`src/rtl/kst_pkg.sv`:
```
`default_nettype none
// ---------------------------------------------------------------------------
// kst_pkg: shared definitions for the keyed session timeout table
// field widths, action and result codes, and the shared unit result type
// ---------------------------------------------------------------------------
package kst_pkg;

	// field widths
	localparam int ACT_W  = 2;
	localparam int ID_W   = 31;
	localparam int AGE_W  = 16;
	localparam int KIND_W = 3;

	// results one tick may retire, and a counter that can hold that count
	localparam int MAX_RESULTS = 16;
	localparam int CNT_W       = $clog2(MAX_RESULTS + 1);

	// timeout register value after reset
	localparam logic [AGE_W-1:0] TIMEOUT_RESET = AGE_W'(60);

	// action codes
	localparam logic [ACT_W-1:0] ACT_START = 2'd0;
	localparam logic [ACT_W-1:0] ACT_STOP  = 2'd1;
	localparam logic [ACT_W-1:0] ACT_QUERY = 2'd2;
	localparam logic [ACT_W-1:0] ACT_TICK  = 2'd3;

	// result kind codes
	localparam logic [KIND_W-1:0] KIND_ACK     = 3'd0;
	localparam logic [KIND_W-1:0] KIND_QUERY   = 3'd1;
	localparam logic [KIND_W-1:0] KIND_TIMEOUT = 3'd2;
	localparam logic [KIND_W-1:0] KIND_FULL    = 3'd3;
	localparam logic [KIND_W-1:0] KIND_IDLE    = 3'd4;

	// what the shared compare and age unit reports for one slot
	typedef struct packed {
		logic             match;
		logic             due;
		logic [AGE_W-1:0] age_new;
	} unit_res_t;

endpackage

`default_nettype wire

```
`src/rtl/kst_store.sv`:
```
`default_nettype none
// ---------------------------------------------------------------------------
// kst_store: id and age memories
// one write port and one read port with registered read data
// ---------------------------------------------------------------------------
module kst_store #(
	parameter int ENTRIES = 16,
	parameter int IDX_W   = 4
) (
	input  wire                         clk,
	input  wire  [IDX_W-1:0]            rd_addr,
	output logic [kst_pkg::ID_W-1:0]    rd_id,
	output logic [kst_pkg::AGE_W-1:0]   rd_age,
	input  wire  [IDX_W-1:0]            wr_addr,
	input  wire                         id_we,
	input  wire  [kst_pkg::ID_W-1:0]    id_wdata,
	input  wire                         age_we,
	input  wire  [kst_pkg::AGE_W-1:0]   age_wdata
);
	import kst_pkg::*;

	logic [ID_W-1:0]  id_mem  [ENTRIES];
	logic [AGE_W-1:0] age_mem [ENTRIES];

	// write port
	always_ff @(posedge clk) begin
		if (id_we) begin
			id_mem[wr_addr] <= id_wdata;
		end
		if (age_we) begin
			age_mem[wr_addr] <= age_wdata;
		end
	end

	// registered read port
	always_ff @(posedge clk) begin
		rd_id  <= id_mem[rd_addr];
		rd_age <= age_mem[rd_addr];
	end

endmodule

`default_nettype wire

```
`src/rtl/kst_unit.sv`:
```
`default_nettype none
// ---------------------------------------------------------------------------
// kst_unit: shared compare and age unit
// compares one slot against the key and ages it with saturation
// ---------------------------------------------------------------------------
module kst_unit (
	input  wire                        slot_valid,
	input  wire  [kst_pkg::ID_W-1:0]   slot_id,
	input  wire  [kst_pkg::AGE_W-1:0]  slot_age,
	input  wire  [kst_pkg::ID_W-1:0]   key,
	input  wire  [kst_pkg::AGE_W-1:0]  timeout,
	output kst_pkg::unit_res_t         res
);
	import kst_pkg::*;

	logic [AGE_W:0]   age_inc;
	logic [AGE_W-1:0] age_sat;

	// age plus one, saturating at the timeout
	assign age_inc = {1'b0, slot_age} + {{AGE_W{1'b0}}, 1'b1};

	always_comb begin
		if (age_inc > {1'b0, timeout}) begin
			age_sat = timeout;
		end else begin
			age_sat = age_inc[AGE_W-1:0];
		end
	end

	// key compare, entry reached its timeout, new age
	assign res = '{
		match:   slot_valid && (slot_id == key),
		due:     slot_valid && (age_sat >= timeout),
		age_new: age_sat
	};

endmodule

`default_nettype wire

```
`src/rtl/keyed_session_timeout_table.sv`:
```
// A transaction is taken when start is high and busy is low; busy then stays high while the
// scan state walks every slot, one at a time through the shared unit, and then the finish state.
// No new transaction is taken until the scan over the memories and the finish state are over.
// Tick timeouts come out during the scan; the final result is strobed in the first busy-low cycle.
// Reset clears all valid bits and loads timeout_q with 60; no clearing pass is needed.
// Results are strobed for one cycle; the receiver cannot stall.
`default_nettype none
// ---------------------------------------------------------------------------
// keyed_session_timeout_table: per-caller timeout timers keyed by caller id
// start, stop and query search the table, a tick ages and retires entries
// ---------------------------------------------------------------------------
module keyed_session_timeout_table #(
	parameter int ENTRIES = 16
) (
	input  wire                          clk,
	input  wire                          arst_n,
	// configuration
	input  wire                          cfg_wr_en,
	input  wire  [kst_pkg::AGE_W-1:0]    cfg_wr_data,
	// command
	input  wire                          start,
	output logic                         busy,
	input  wire  [kst_pkg::ACT_W-1:0]    action,
	input  wire  [kst_pkg::ID_W-1:0]     caller_id,
	// result
	output logic                         strobe,
	output logic [kst_pkg::KIND_W-1:0]   result_kind,
	output logic [kst_pkg::ID_W-1:0]     out_caller_id,
	output logic                         is_running,
	output logic                         last
);
	import kst_pkg::*;

	localparam int IDX_W = (ENTRIES > 1) ? $clog2(ENTRIES) : 1;
	localparam logic [IDX_W-1:0] LAST_IDX = IDX_W'(ENTRIES - 1);

	// sequencer codes
	localparam logic [1:0] ST_IDLE = 2'd0;
	localparam logic [1:0] ST_SCAN = 2'd1;
	localparam logic [1:0] ST_FIN  = 2'd2;

	logic [1:0]       state_q;
	logic [IDX_W-1:0] cnt_q;
	logic [ACT_W-1:0] act_q;
	logic [ID_W-1:0]  key_q;
	logic [AGE_W-1:0] timeout_q;
	logic [ENTRIES-1:0] valid_q;

	logic             found_q;
	logic             free_found_q;
	logic [IDX_W-1:0] free_q;
	logic [CNT_W-1:0] n_q;
	logic             pend_q;
	logic [ID_W-1:0]  pend_id_q;

	logic                strobe_q;
	logic [KIND_W-1:0]   kind_q;
	logic [ID_W-1:0]     oid_q;
	logic                run_q;
	logic                last_q;

	logic [IDX_W-1:0] rd_addr;
	logic [IDX_W-1:0] wr_addr;
	logic             id_we;
	logic             age_we;
	logic [AGE_W-1:0] age_wdata;
	logic [ID_W-1:0]  rd_id;
	logic [AGE_W-1:0] rd_age;
	logic             slot_valid;
	logic             retire;
	logic             accept;
	unit_res_t        ures;

	assign accept     = start && !busy;
	assign busy       = (state_q != ST_IDLE);
	assign slot_valid = valid_q[cnt_q];
	assign retire     = (act_q == ACT_TICK) && ures.due && (n_q != CNT_W'(MAX_RESULTS));

	// read address runs one slot ahead of the slot in the unit
	always_comb begin
		if (state_q == ST_SCAN && cnt_q != LAST_IDX) begin
			rd_addr = cnt_q + 1'b1;
		end else begin
			rd_addr = '0;
		end
	end

	// write port: age write-back during a tick scan, new entry at the end of a start
	always_comb begin
		wr_addr   = cnt_q;
		id_we     = 1'b0;
		age_we    = 1'b0;
		age_wdata = ures.age_new;
		if (state_q == ST_SCAN && act_q == ACT_TICK && slot_valid) begin
			age_we = 1'b1;
		end else if (state_q == ST_FIN && act_q == ACT_START && !found_q && free_found_q) begin
			wr_addr   = free_q;
			id_we     = 1'b1;
			age_we    = 1'b1;
			age_wdata = '0;
		end
	end

	kst_store #(
		.ENTRIES (ENTRIES),
		.IDX_W   (IDX_W)
	) u_store (
		.clk       (clk),
		.rd_addr   (rd_addr),
		.rd_id     (rd_id),
		.rd_age    (rd_age),
		.wr_addr   (wr_addr),
		.id_we     (id_we),
		.id_wdata  (key_q),
		.age_we    (age_we),
		.age_wdata (age_wdata)
	);

	kst_unit u_unit (
		.slot_valid (slot_valid),
		.slot_id    (rd_id),
		.slot_age   (rd_age),
		.key        (key_q),
		.timeout    (timeout_q),
		.res        (ures)
	);

	// timeout register
	always_ff @(posedge clk or negedge arst_n) begin
		if (!arst_n) begin
			timeout_q <= TIMEOUT_RESET;
		end else if (cfg_wr_en) begin
			timeout_q <= cfg_wr_data;
		end
	end

	// operands of the current transaction
	always_ff @(posedge clk) begin
		if (accept) begin
			act_q <= action;
			key_q <= caller_id;
		end
	end

	// sequencer, valid bits and result register
	always_ff @(posedge clk or negedge arst_n) begin
		if (!arst_n) begin
			state_q      <= ST_IDLE;
			cnt_q        <= '0;
			valid_q      <= '0;
			found_q      <= 1'b0;
			free_found_q <= 1'b0;
			free_q       <= '0;
			n_q          <= '0;
			pend_q       <= 1'b0;
			pend_id_q    <= '0;
			strobe_q     <= 1'b0;
			kind_q       <= KIND_ACK;
			oid_q        <= '0;
			run_q        <= 1'b0;
			last_q       <= 1'b0;
		end else begin
			unique case (state_q)
				ST_IDLE: begin
					strobe_q <= 1'b0;
					if (accept) begin
						state_q      <= ST_SCAN;
						cnt_q        <= '0;
						found_q      <= 1'b0;
						free_found_q <= 1'b0;
						n_q          <= '0;
						pend_q       <= 1'b0;
					end
				end
				ST_SCAN: begin
					// search: note the match and the lowest free slot
					if (act_q != ACT_TICK && ures.match) begin
						found_q <= 1'b1;
						if (act_q == ACT_STOP) begin
							valid_q[cnt_q] <= 1'b0;
						end
					end
					if (!slot_valid && !free_found_q) begin
						free_found_q <= 1'b1;
						free_q       <= cnt_q;
					end
					// tick: retire a due entry, flush the one held before it
					strobe_q <= retire && pend_q;
					if (retire) begin
						valid_q[cnt_q] <= 1'b0;
						n_q            <= n_q + 1'b1;
						pend_q         <= 1'b1;
						pend_id_q      <= rd_id;
						if (pend_q) begin
							kind_q   <= KIND_TIMEOUT;
							oid_q    <= pend_id_q;
							run_q    <= 1'b0;
							last_q   <= 1'b0;
						end
					end
					if (cnt_q == LAST_IDX) begin
						state_q <= ST_FIN;
					end else begin
						cnt_q <= cnt_q + 1'b1;
					end
				end
				ST_FIN: begin
					state_q  <= ST_IDLE;
					strobe_q <= 1'b1;
					last_q   <= 1'b1;
					unique case (act_q)
						ACT_START: begin
							run_q <= 1'b0;
							oid_q <= key_q;
							if (found_q) begin
								kind_q <= KIND_ACK;
							end else if (free_found_q) begin
								kind_q          <= KIND_ACK;
								valid_q[free_q] <= 1'b1;
							end else begin
								kind_q <= KIND_FULL;
							end
						end
						ACT_STOP: begin
							kind_q <= KIND_ACK;
							run_q  <= found_q;
							oid_q  <= key_q;
						end
						ACT_QUERY: begin
							kind_q <= KIND_QUERY;
							run_q  <= found_q;
							oid_q  <= key_q;
						end
						default: begin
							run_q <= 1'b0;
							if (pend_q) begin
								kind_q <= KIND_TIMEOUT;
								oid_q  <= pend_id_q;
							end else begin
								kind_q <= KIND_IDLE;
								oid_q  <= '0;
							end
						end
					endcase
				end
				default: begin
					state_q  <= ST_IDLE;
					strobe_q <= 1'b0;
				end
			endcase
		end
	end

	assign strobe        = strobe_q;
	assign result_kind   = kind_q;
	assign out_caller_id = oid_q;
	assign is_running    = run_q;
	assign last          = last_q;

endmodule

`default_nettype wire

```
`config.mk`:
```
export PLATFORM = sky130hd
export DESIGN_NAME = keyed_session_timeout_table
export DESIGN_NICKNAME = d
export VERILOG_FILES = /design/src/rtl/kst_pkg.sv /design/src/rtl/kst_store.sv /design/src/rtl/kst_unit.sv /design/src/rtl/keyed_session_timeout_table.sv
export SDC_FILE = /design/constraint.sdc
export NUM_CORES = 1
export LEC_CHECK = 0
export ABC_AREA = 0
export BUFFER_PORTS_ARGS = -buffer_cell sky130_fd_sc_hd__buf_4
export CAP_MARGIN = 5
export CORE_ASPECT_RATIO = 1.5
export CORE_MARGIN = 4
export CORE_UTILIZATION = 50
export CTS_CLUSTER_DIAMETER = 60
export DETAILED_ROUTE_END_ITERATION = 12
export PLACE_DENSITY = 0.76
export SYNTH_ARGS = -nofsm -noshare
export SYNTH_HDL_FRONTEND = slang
export SYNTH_HIERARCHICAL = 1
export SYNTH_SLANG_ARGS = --single-unit
```
`constraint.sdc`:
```
create_clock -name clk -period 15.1 [get_ports clk]
set_input_delay 0.755 -clock clk [delete_from_list [all_inputs] [get_ports clk]]
set_output_delay 0.755 -clock clk [all_outputs]
set_load 0.05 [all_outputs]
```
== Word-level counts from Yosys, hierarchy flattened ==
Memories as Yosys holds them, arrays and structs flattened. A register that Yosys moved wholly into a read port is not among the register bits.
Index checks and enable logic that the tools add are counted.

* Bits in writable memories: 752
* Input bits: 53
* Memories: 2
* Flip-flop bits (word level): 151
* Word-level logic and storage cells: 149
* Output and inout port bits: 38

{| class="wikitable"
|+ Memory list
! name !! depth !! bits a word !! read ports !! clocked after memory_dff !! write ports !! line !! RTL
|-
| u_store.id_mem || 16 || 31 || 1 || 1 || 1 || kst_store.sv:22 || <nowiki>logic [ID_W-1:0] id_mem [ENTRIES];</nowiki>
|-
| u_store.age_mem || 16 || 16 || 1 || 1 || 1 || kst_store.sv:23 || <nowiki>logic [AGE_W-1:0] age_mem [ENTRIES];</nowiki>
|}

* Magnitude comparators: 6
* Bitwise operators: 4
* Multiplexer cells: 61
* Equality and inequality tests: 20
* Reductions and logical operators: 36
* $add $sub $neg: 3

{| class="wikitable"
|+ Operator list
! operator !! number
|-
| two-way mux 16 bit || 10
|-
| two-way mux 31 bit || 4
|-
| one-hot mux 31 bit (2 select lines) || 1
|-
| bitwise AND 16 bit || 2
|-
| one-hot mux 16 bit (2 select lines) || 1
|-
| == test 31 bit || 1
|-
| two-way mux 4 bit || 5
|-
| adder 16 x 1 -> 17 bit (second input constant) || 1
|-
| greater-than comparator 17 x 16 -> 1 bit || 1
|-
| two-way mux 1 bit || 17
|-
| >= comparator 16 bit || 1
|-
| logical AND 1 bit || 16
|-
| inverter 16 bit || 1
|-
| OR 16 bit || 1
|-
| AND reduction 3 bit || 5
|-
| != test 2 bit (second input constant) || 7
|-
| one-hot mux 1 bit (2 select lines) || 6
|-
| < comparator 4 x 5 -> 1 bit (second input constant) || 2
|-
| two-way mux 5 bit || 2
|-
| one-hot mux 5 bit (2 select lines) || 1
|-
| two-way mux 3 bit || 3
|-
| one-hot mux 3 bit (3 select lines) || 1
|-
| demux 1 bit (select 4 bit) || 2
|-
| >= comparator 4 x 1 -> 1 bit (second input constant) || 2
|-
| other kinds (20) || 37
|}

== Logic depth before layout (Yosys ltp) ==
Gate-level depths: netlist (run 1).

* Depth after elaboration: 12
* Depth in mapped cells: 27
* Gate-level depth less buffers: 24

== By module ==
Netlist (run 1), hierarchy kept.

{| class="wikitable"
|+ Modules (own cells, without submodules)
! module !! times used !! area each (µm²) !! sequential area each (µm²) !! cells each
|-
| kst_store || 1 || 29230.5 || 23522.6 || 1241
|-
| keyed_session_timeout_table || 1 || 6702.7 || 3948.8 || 575
|-
| kst_unit || 1 || 1596.5 || 0.0 || 191
|}

== Least setup slack after synthesis (run 1) ==
No wires, ideal clock.

* Path type: register to register
* Start: register u_store/rd_age[0] (netlist bit), read port of u_store.age_mem
* End: register pend_id_q[10]
* Setup slack: 9617 ps
* Cell stages (with the launch flop): 25
* Library setup time: 125 ps
* Path buffers: 3
* Arrival: 5358 ps
* Clock period less this slack: 5483 ps
* Data required time: 14975 ps
* Cell sequence: dfxtp_1 -> ha_1 -> nand3_1 -> nor2_1 -> nand2_1 -> xnor2_1 -> ha_1 -> nand3_1 -> nor3_1 -> a2111oi_2 -> o41ai_2 -> a21oi_4 -> buf_12 -> mux2_4 -> ha_1 -> o21a_1 -> o211ai_1 -> a211o_1 -> a2111oi_0 -> o31a_1 -> and2_0 -> and3_1 -> clkbuf_1 -> clkbuf_1 -> mux2_2

{| class="wikitable"
|+ RTL lines
! element !! line !! RTL
|-
| start, declared || kst_store.sv:13 || <nowiki>output logic [kst_pkg::AGE_W-1:0] rd_age,</nowiki>
|-
| end signal, assigned || keyed_session_timeout_table.sv:193 || <nowiki>pend_id_q <= rd_id;</nowiki>
|-
| end, declared || keyed_session_timeout_table.sv:54 || <nowiki>logic [ID_W-1:0] pend_id_q;</nowiki>
|}

==> results by group, run 1 <==
Floorplanning
  • Die Span X: 232 µm
  • Die Ht: 344 µm
  • Die area: 0.0796 mm²
  • CORE AREA: 0.0740 mm²
  • Site Rows: 122
  • I/O pin count: 91
  • Initial core utilization: 0.507

Clocking
  • Hold_buf cts: 0
  • Clk sink count: 950
  • H-tree levels: 3
  • Clock root cell: clkbuf_16
  • CTS resizes: 0
  • TritonCTS buffer count: 87
  • CTS tree: built
  • Reg clk slew, reported paths: 0.06 ns
  • CTS max path bufs: 3
  • Setup repair bufs after CTS: 0
  • Clk Latency, worst-skew pair: 0.67 ns

Pwr
  • Power share of the clock group: 0.304
  • VDD IR-drop max: 0.152 mV
  • Switching portion of total power: 0.298
  • Combinational fraction of design power: 0.255
  • Seq pwr share: 0.440
  • Psw: 2.30 mW
  • P_int: 5.41 mW
  • Pleak: 14.4 nW
  • Pwr dens: 181 mW/mm²

Critical path
  • Kind of critical path: reg2reg
  • Buffer and inverter count on the worst path: 0
  • CP required: 15.63 ns
  • Most frequent CP cell: ha_1
  • FF-to-FF Start: u_store/rd_age[0]
  • Critical path launch point type: register
  • Crit path from: u_store/rd_age[0]
  • CP max FO: 33
  • Slowest cell delay on critical path: 0.94 ns
  • Slowest cell on crit path: and3_2
  • CP Capture Type: register
  • Worst path cell trace: ha_1, nand3_1, nor2_1, nand2_1, xnor2_1, ha_1, nand3_1, nor3_1, a2111oi_2, o41ai_2, a21oi_4, mux2_2, ha_1, a21boi_0, o21ai_0, a211o_1, a2111oi_0, o31a_1, and2_0, and3_2, mux2_2
  • Arr. time, crit path: 7.53 ns
  • CP top delay family: compound AO/OA/AOI/OAI gates

Drt
  • Mean number of vias per cell: 6.20
  • DRC viols: 0
  • Drt pass-1 iters: 5
  • Final WL: 87,500 µm
  • Via count: 19,800
  • Post-DR wirelength/cell: 27.4 µm
  • DRT antenna net count: 0
  • DRT iter0 DRCs: 2,484

Timing
  • FMAX: 143 MHz
  • Slew Limit Fails: 0
  • Slew HR: 0.243
  • Tmin final: 7.00 ns
  • Post-route setup TNS: 0 ns
  • Final Setup Violations: 0
  • RSZ-0062 raised after global routing: false
  • Worst slew pin tran: 1.14 ns
  • Clk_skew: 0.0342 ns
  • Final Cycle Share: 0.464
  • Hold Fails Final Rpt: 0

Placement
  • Gpl congestion: 0.845
  • Port bufs: 90
  • DPL Wire Length: 47,600 µm

Logic synthesis
  • Most used DFF post-synth: edfxtp_1
  • Unique masters post-synth: 68
  • Yosys reg bits: 950
  • Number of synthesized flops with an enable pin: 785
  • Synth Cell Area: 0.0375 mm²
  • Mapped Cells: 2,007
  • YS warnings: 6
  • Syn nets: 2,107
  • Asr flop ratio synth: 0.124
  • Sequential area share after synthesis: 0.732
  • Syn Area/Cell: 18.7 µm²

Run
  • Max-cap violations: 0

Min path
  • Hold Crit Class: in2async

GRT
  • Global-route wire length before repair: 132,000 µm
  • GRT Residual Overflow: 0
  • Vias in the first global route: 20,800
  • Pin count of the biggest net entering global routing: 77
  • Initial antenna violation count: 0
  • Tot GR Track Use: 0.223

Finish
  • Nets@finish: 2,226
  • Antenna Cells: 0
  • Area delta synth->final: 13.3%
  • Finished Core Util: 0.574
  • Proportion of layout cells with a drive suffix above 1: 0.263

Status
  • Outcome: finished, final reports clean
-- power by group through the flow --
| stage | Combinational, mW | Sequential, mW | Clock, mW |
|---|---|---|---|
| 3_3_place_gp | 1.92 | 3.43 | 0 |
| 3_5_place_dp | 1.98 | 3.45 | 0 |
| 2_1_floorplan | 1.47 | 3.42 | 0 |
| 5_1_grt | 2.14 | 3.42 | 2.49 |
| 6_report | 1.97 | 3.40 | 2.35 |
| 4_1_cts | 1.99 | 3.39 | 2.38 |
-- synthesized netlist by cell type (all sizes together) (3+ instances only) --
master	instances	area, µm²
and2	3	18.8
dfstp	4	105
dfrtp	114	2850
nor3	13	70.1
nand3b	6	45.0
a31oi	17	106
mux2	67	796
buf	38	302
nand2	113	424
a211oi	4	30.0
nand3	23	115
a22oi	127	953
nor2	54	203
inv	36	135
xor2	27	236
and3	8	50.1
xnor2	19	166
edfxtp	785	23600
nand4	12	81.3
a2111oi	3	38.8
ha	47	588
a41oi	3	26.3
nor2b	24	150
mux2i	15	150
a21oi	33	176
nand2b	3	18.8
mux4	189	4260
clkbuf	70	263
nor4	13	81.3
a21o	3	22.5
o21ai	55	275
dfxtp	47	941
-- state kept, by name, indices dropped and copies added (netlist names), 5 cells and up --
name / cells
n_q: 5
timeout_q: 16
pend_id_q: 31
u_store/id_mem: 496
u_store/age_mem: 256
valid_q: 16
u_store/rd_age: 16
out_caller_id: 31
u_store/rd_id: 31
key_q: 31
-- through the flow --
stage | cell area (µm²) | cells | worst slack [ns] | power [mW] | hold slack (ns)
floorplan | 37500 | 2007 | 9.62 | 4.89 | 0.449
global placement | 39400 | 3029 | 8.24 | 5.36 | 0.464
detailed placement | 39400 | 3029 | 8.10 | 5.42 | 0.479
CTS | 42500 | 3192 | 8.08 | 7.76 | 0.00975
global route | 42500 | 3192 | 7.52 | 8.05 | 0.0412
finish | 42500 | 3192 | 8.10 | 7.71 | 0.0204
-- layout by cell type (no fill, tap or decap), types with 3 or more instances in the layout --
cell type	n
a211oi_1	4
a21o_1	3
a21oi_1	32
a22oi_1	127
a31oi_1	17
a41oi_1	3
and3_1	6
buf_4	137
bufinv_16	12
clkbuf_1	13
clkbuf_16	92
clkbuf_8	6
clkinv_1	7
clkinv_2	12
clkinv_4	3
clkinv_8	3
clkinvlp_4	8
dfrtp_1	114
dfstp_2	4
dfxtp_1	47
edfxtp_1	785
ha_1	47
inv_1	36
inv_6	5
mux2_2	56
mux2_4	11
mux2i_1	15
mux4_2	189
nand2_1	113
nand3_1	23
nand3b_1	6
nand4_1	11
nor2_1	35
nor2_4	18
nor2b_1	22
nor3_1	11
nor4_1	13
o21ai_0	54
xnor2_1	19
xor2_1	27
-- cell type report --
cell class / count / area, µm²
clock buffer: 111 / 2430
timing repair buffer: 138 / 1040
fill: 5275 / 31500
inverter: 37 / 139
clock inverter: 52 / 668
sequential: 950 / 27500
multi-input combinational: 912 / 9520
tap: 992 / 1240
-- kinds of logic (layout without fill, tap and decap cells) --
| kind of cell | Yosys count | in the layout | synth area share |
|---|---|---|---|
| buffers and inverters | 145 | 338 | 0.0187 |
| DFF | 950 | 950 | 0.732 |
| muxes | 271 | 271 | 0.139 |
| and+or+nand+nor | 284 | 284 | 0.0362 |
| AOI/OAI and AO/OA | 264 | 264 | 0.0480 |
| adders and majority gates | 47 | 47 | 0.0157 |
| xor gates and xnor gates | 46 | 46 | 0.0107 |
-- layer usage --
metal	track usage	share of wire	wire length [µm]	up-vias
met5	0	0	0	-
li1	-	-	-	8296
met2	0.385	0.52	45400	1030
met1	0.285	0.37	32000	10300
met4	0.0850	0.035	3050	0
met3	0.0369	0.080	7010	185
-- path summary, 6_finish.rpt --
check / to / slack (ns) / cells past startpoint
max: pend_id_q[29] / 8.10 / 21
min in group clk: key_q[6] / 0.26 / 1
max in group asynchronous: n_q[2] / 13.56 / 2
min: timeout_q[0] / 0.02 / 1
max reg2reg: pend_id_q[29] / 8.10 / 21
min reg2reg: out_caller_id[16] / 0.49 / 2
No activity file was read; power rests on OpenSTA's default activity.
==> inputs of run 2 (changes only) <==
- ABC_AREA: 0 -> 1
- PLACE_DENSITY: 0.76 -> 0.78
- clock period: 15.1 -> 5.85 ns (I/O delays scaled with it)
==> run 2 against run 1 <==
Worst hold slack better by 0.038 ns. Combinational power grew to 3.4 times the previous value. Routed wire length is 24% higher. Critical path depth is 10 higher. Die area is 13% higher. Register-to-register slack worse by 7.5 ns. Clock power grew to 2.5 times the previous value. Highest routed layer unchanged.
==> results by group, run 2 <==
Status
  • Outcome: finished, final reports clean

Floorplanning
  • CORE AREA: 0.0843 mm²
  • Site Rows: 130
  • Die Span X: 246 µm
  • Die Ht: 366 µm
  • Die area: 0.0901 mm²
  • I/O pin count: 91
  • Initial core utilization: 0.506

Clocking
  • Reg clk slew, reported paths: 0.07 ns
  • Clock root cell: clkbuf_16
  • CTS max path bufs: 3
  • H-tree levels: 3
  • Clk sink count: 950
  • Setup repair bufs after CTS: 0
  • CTS tree: built
  • Clk Latency, worst-skew pair: 0.66 ns
  • TritonCTS buffer count: 91

Finish
  • Max FFs per register: 496
  • Area delta synth->final: 11.9%
  • Largest Register: u_store/id_mem
  • Antenna Cells: 0
  • Post-route cell area: 0.0477 mm²
  • Fill cells: 6,845
  • Multi-input combinational cell area: 0.0112 mm²
  • Proportion of layout cells with a drive suffix above 1: 0.0873
  • Most frequent cells in the layout: nand2_1, edfxtp_1, inv_1
  • FF+latch area: 0.0275 mm²
  • Leading cell type in the layout, fill and taps excluded: nand2_1
  • Nets@finish: 4,512
  • Largest regs: u_store/id_mem: 496 flops, u_store/age_mem: 256 flops

Critical path
  • Worst Reg-to-Reg Cells: 31
  • Crit path depth: 31
  • CP top delay family: simple AND/OR/NAND/NOR gates
  • Most frequent CP cell: nand2_1
  • Slowest cell on crit path: dfxtp_1
  • CP Capture Type: register
  • Slowest cell delay on critical path: 0.41 ns
  • CP required: 6.42 ns
  • Buffer and inverter count on the worst path: 4
  • Kind of critical path: reg2reg
  • CP max FO: 25
  • Critical path launch point type: register
  • Arr. time, crit path: 5.85 ns

GRT
  • Initial antenna violation count: 0
  • GRT Residual Overflow: 0
  • Pin count of the biggest net entering global routing: 197
  • Global-route wire length before repair: 166,000 µm
  • Tot GR Track Use: 0.238
  • Vias in the first global route: 30,300

Logic synthesis
  • Asr flop ratio synth: 0.124
  • Synth area leader: edfxtp_1
  • Unique masters post-synth: 46
  • Sequential area share after synthesis: 0.644
  • Top cell type's share of synthesized area: 0.553
  • Syn Area/Cell: 9.86 µm²
  • Yosys reg bits: 950
  • Number of synthesized flops with an enable pin: 785
  • Count leader, synth: nand2_1
  • Main area contributors after synthesis: edfxtp_1, nand2_1, nand3_1, dfrtp_1, inv_1
  • YS warnings: 6
  • Synth cell count leaders: nand2_1, edfxtp_1, inv_1
  • Mapped Cells: 4,325
  • Synth Cell Area: 0.0426 mm²
  • Syn nets: 4,425
  • Most used DFF post-synth: edfxtp_1

Pwr
  • Pwr dens: 459 mW/mm²
  • VDD IR-drop max: 0.352 mV
  • Pleak: 20.9 nW
  • Power consumption: 21.9 mW

Timing
  • Hold Fails Final Rpt: 0
  • Final Setup Violations: 0
  • Worst slew pin tran: 1.24 ns
  • RSZ-0062 raised after global routing: false
  • Slew Limit Fails: 0
  • Tmin final: 5.28 ns
  • FMAX: 189 MHz
  • Post-route setup TNS: 0 ns
  • Slew HR: 0.171
  • Final Cycle Share: 0.903
  • Clk_skew: 0.0378 ns

Placement
  • Placed cell areas: 0.0441 mm²
  • DPL Wire Length: 61,400 µm
  • Port bufs: 90
  • Gpl congestion: 0.896

Drt
  • DRT iter0 DRCs: 3,071
  • DRC viols: 0
  • Final WL: 109,000 µm
  • Drt pass-1 iters: 5
  • Via count: 30,500
  • DRT antenna net count: 0
  • Post-DR wirelength/cell: 19.4 µm
  • Mean number of vias per cell: 5.44

Min path
  • Hold Crit Class: in2reg
  • Hold depth: 4

Run
  • Max-cap violations: 0
==> run 2: kinds of logic (layout without fill, tap and decap cells) <==
| logic type | count (synthesis) | after routing | synth area share |
|---|---|---|---|
| fa+ha+maj | 47 | 47 | 0.0138 |
| xor+xnor | 25 | 25 | 0.00514 |
| buf+inv | 960 | 1125 | 0.0976 |
| flops | 950 | 950 | 0.644 |
| compound gates | 155 | 155 | 0.0195 |
| mux | 16 | 16 | 0.00423 |
| simple gates | 2172 | 2173 | 0.216 |
==> run 2: path summary, 6_finish.rpt <==
check,endpoint,slack [ns],from
min in group asynchronous,timeout_q[10],0.21,arst_n
max in group asynchronous,out_caller_id[0],4.24,arst_n
hold reg to reg,out_caller_id[4],0.48,out_caller_id[4]
setup / recovery,pend_id_q[18],0.57,u_store/rd_age[0]
hold / removal,free_found_q,0.06,start
setup reg to reg,pend_id_q[18],0.57,u_store/rd_age[0]
==> run 2: worst reg2reg max path: cells and delay by family (launching register included) <==
family	cells	cell delay, ns
DFF	1	0.41
buffers and inverters	4	0.53
adders and majority gates	3	0.80
xor gates and xnor gates	1	0.14
and+or+nand+nor	22	3.26
AOI/OAI and AO/OA	1	0.08
==> run 2: report_power, final <==
part	internal, mW	total (mW)	switching (mW)
Combinational	1.87	6.71	4.84
Clock	3.44	5.99	2.55
Sequential	8.55	9.20	0.650
==> run 2: repair_timing <==
| action | in CTS | in global routing |
|---|---|---|
| hold buffers | 50 | 0 |
| setup endpoints to repair | 0 | 16 |
| endpoints found under the hold margin | 85 | 0 |
| gates resized for setup | 0 | 2 |
==> run 2: layer usage <==
layer	share of wire	track usage	vias to the layer above
li1	-	-	14100
met1	0.35	0.276	14600
met2	0.51	0.432	1489
met3	0.079	0.0304	382
met4	0.054	0.119	0
met5	0	0	-
==> run 2: layout make-up <==
| cell class | count | share of cell area |
|---|---|---|
| well taps | 1122 | 0.0294 |
| clock buffers | 124 | 0.0533 |
| flip-flops and latches | 950 | 0.576 |
| clock inverters | 48 | 0.0111 |
| repair buffers | 193 | 0.0346 |
| inverters | 760 | 0.0605 |
| multi-input cells | 2416 | 0.235 |
==> run 2: through the flow <==
| stage | std cells | hold slack, ns | utilization | worst slack [ns] |
|---|---|---|---|---|
| after floorplan | 4325 | -0.00309 | - | 1.54 |
| after global placement | 5390 | 0.317 | 0.524 | 0.613 |
| after detailed placement | 5390 | 0.327 | 0.524 | 0.535 |
| after CTS | 5612 | 0.0363 | 0.566 | 0.505 |
| after global routing | 5613 | 0.0844 | 0.566 | 0.0656 |
| final | 5613 | 0.0585 | 0.566 | 0.566 |
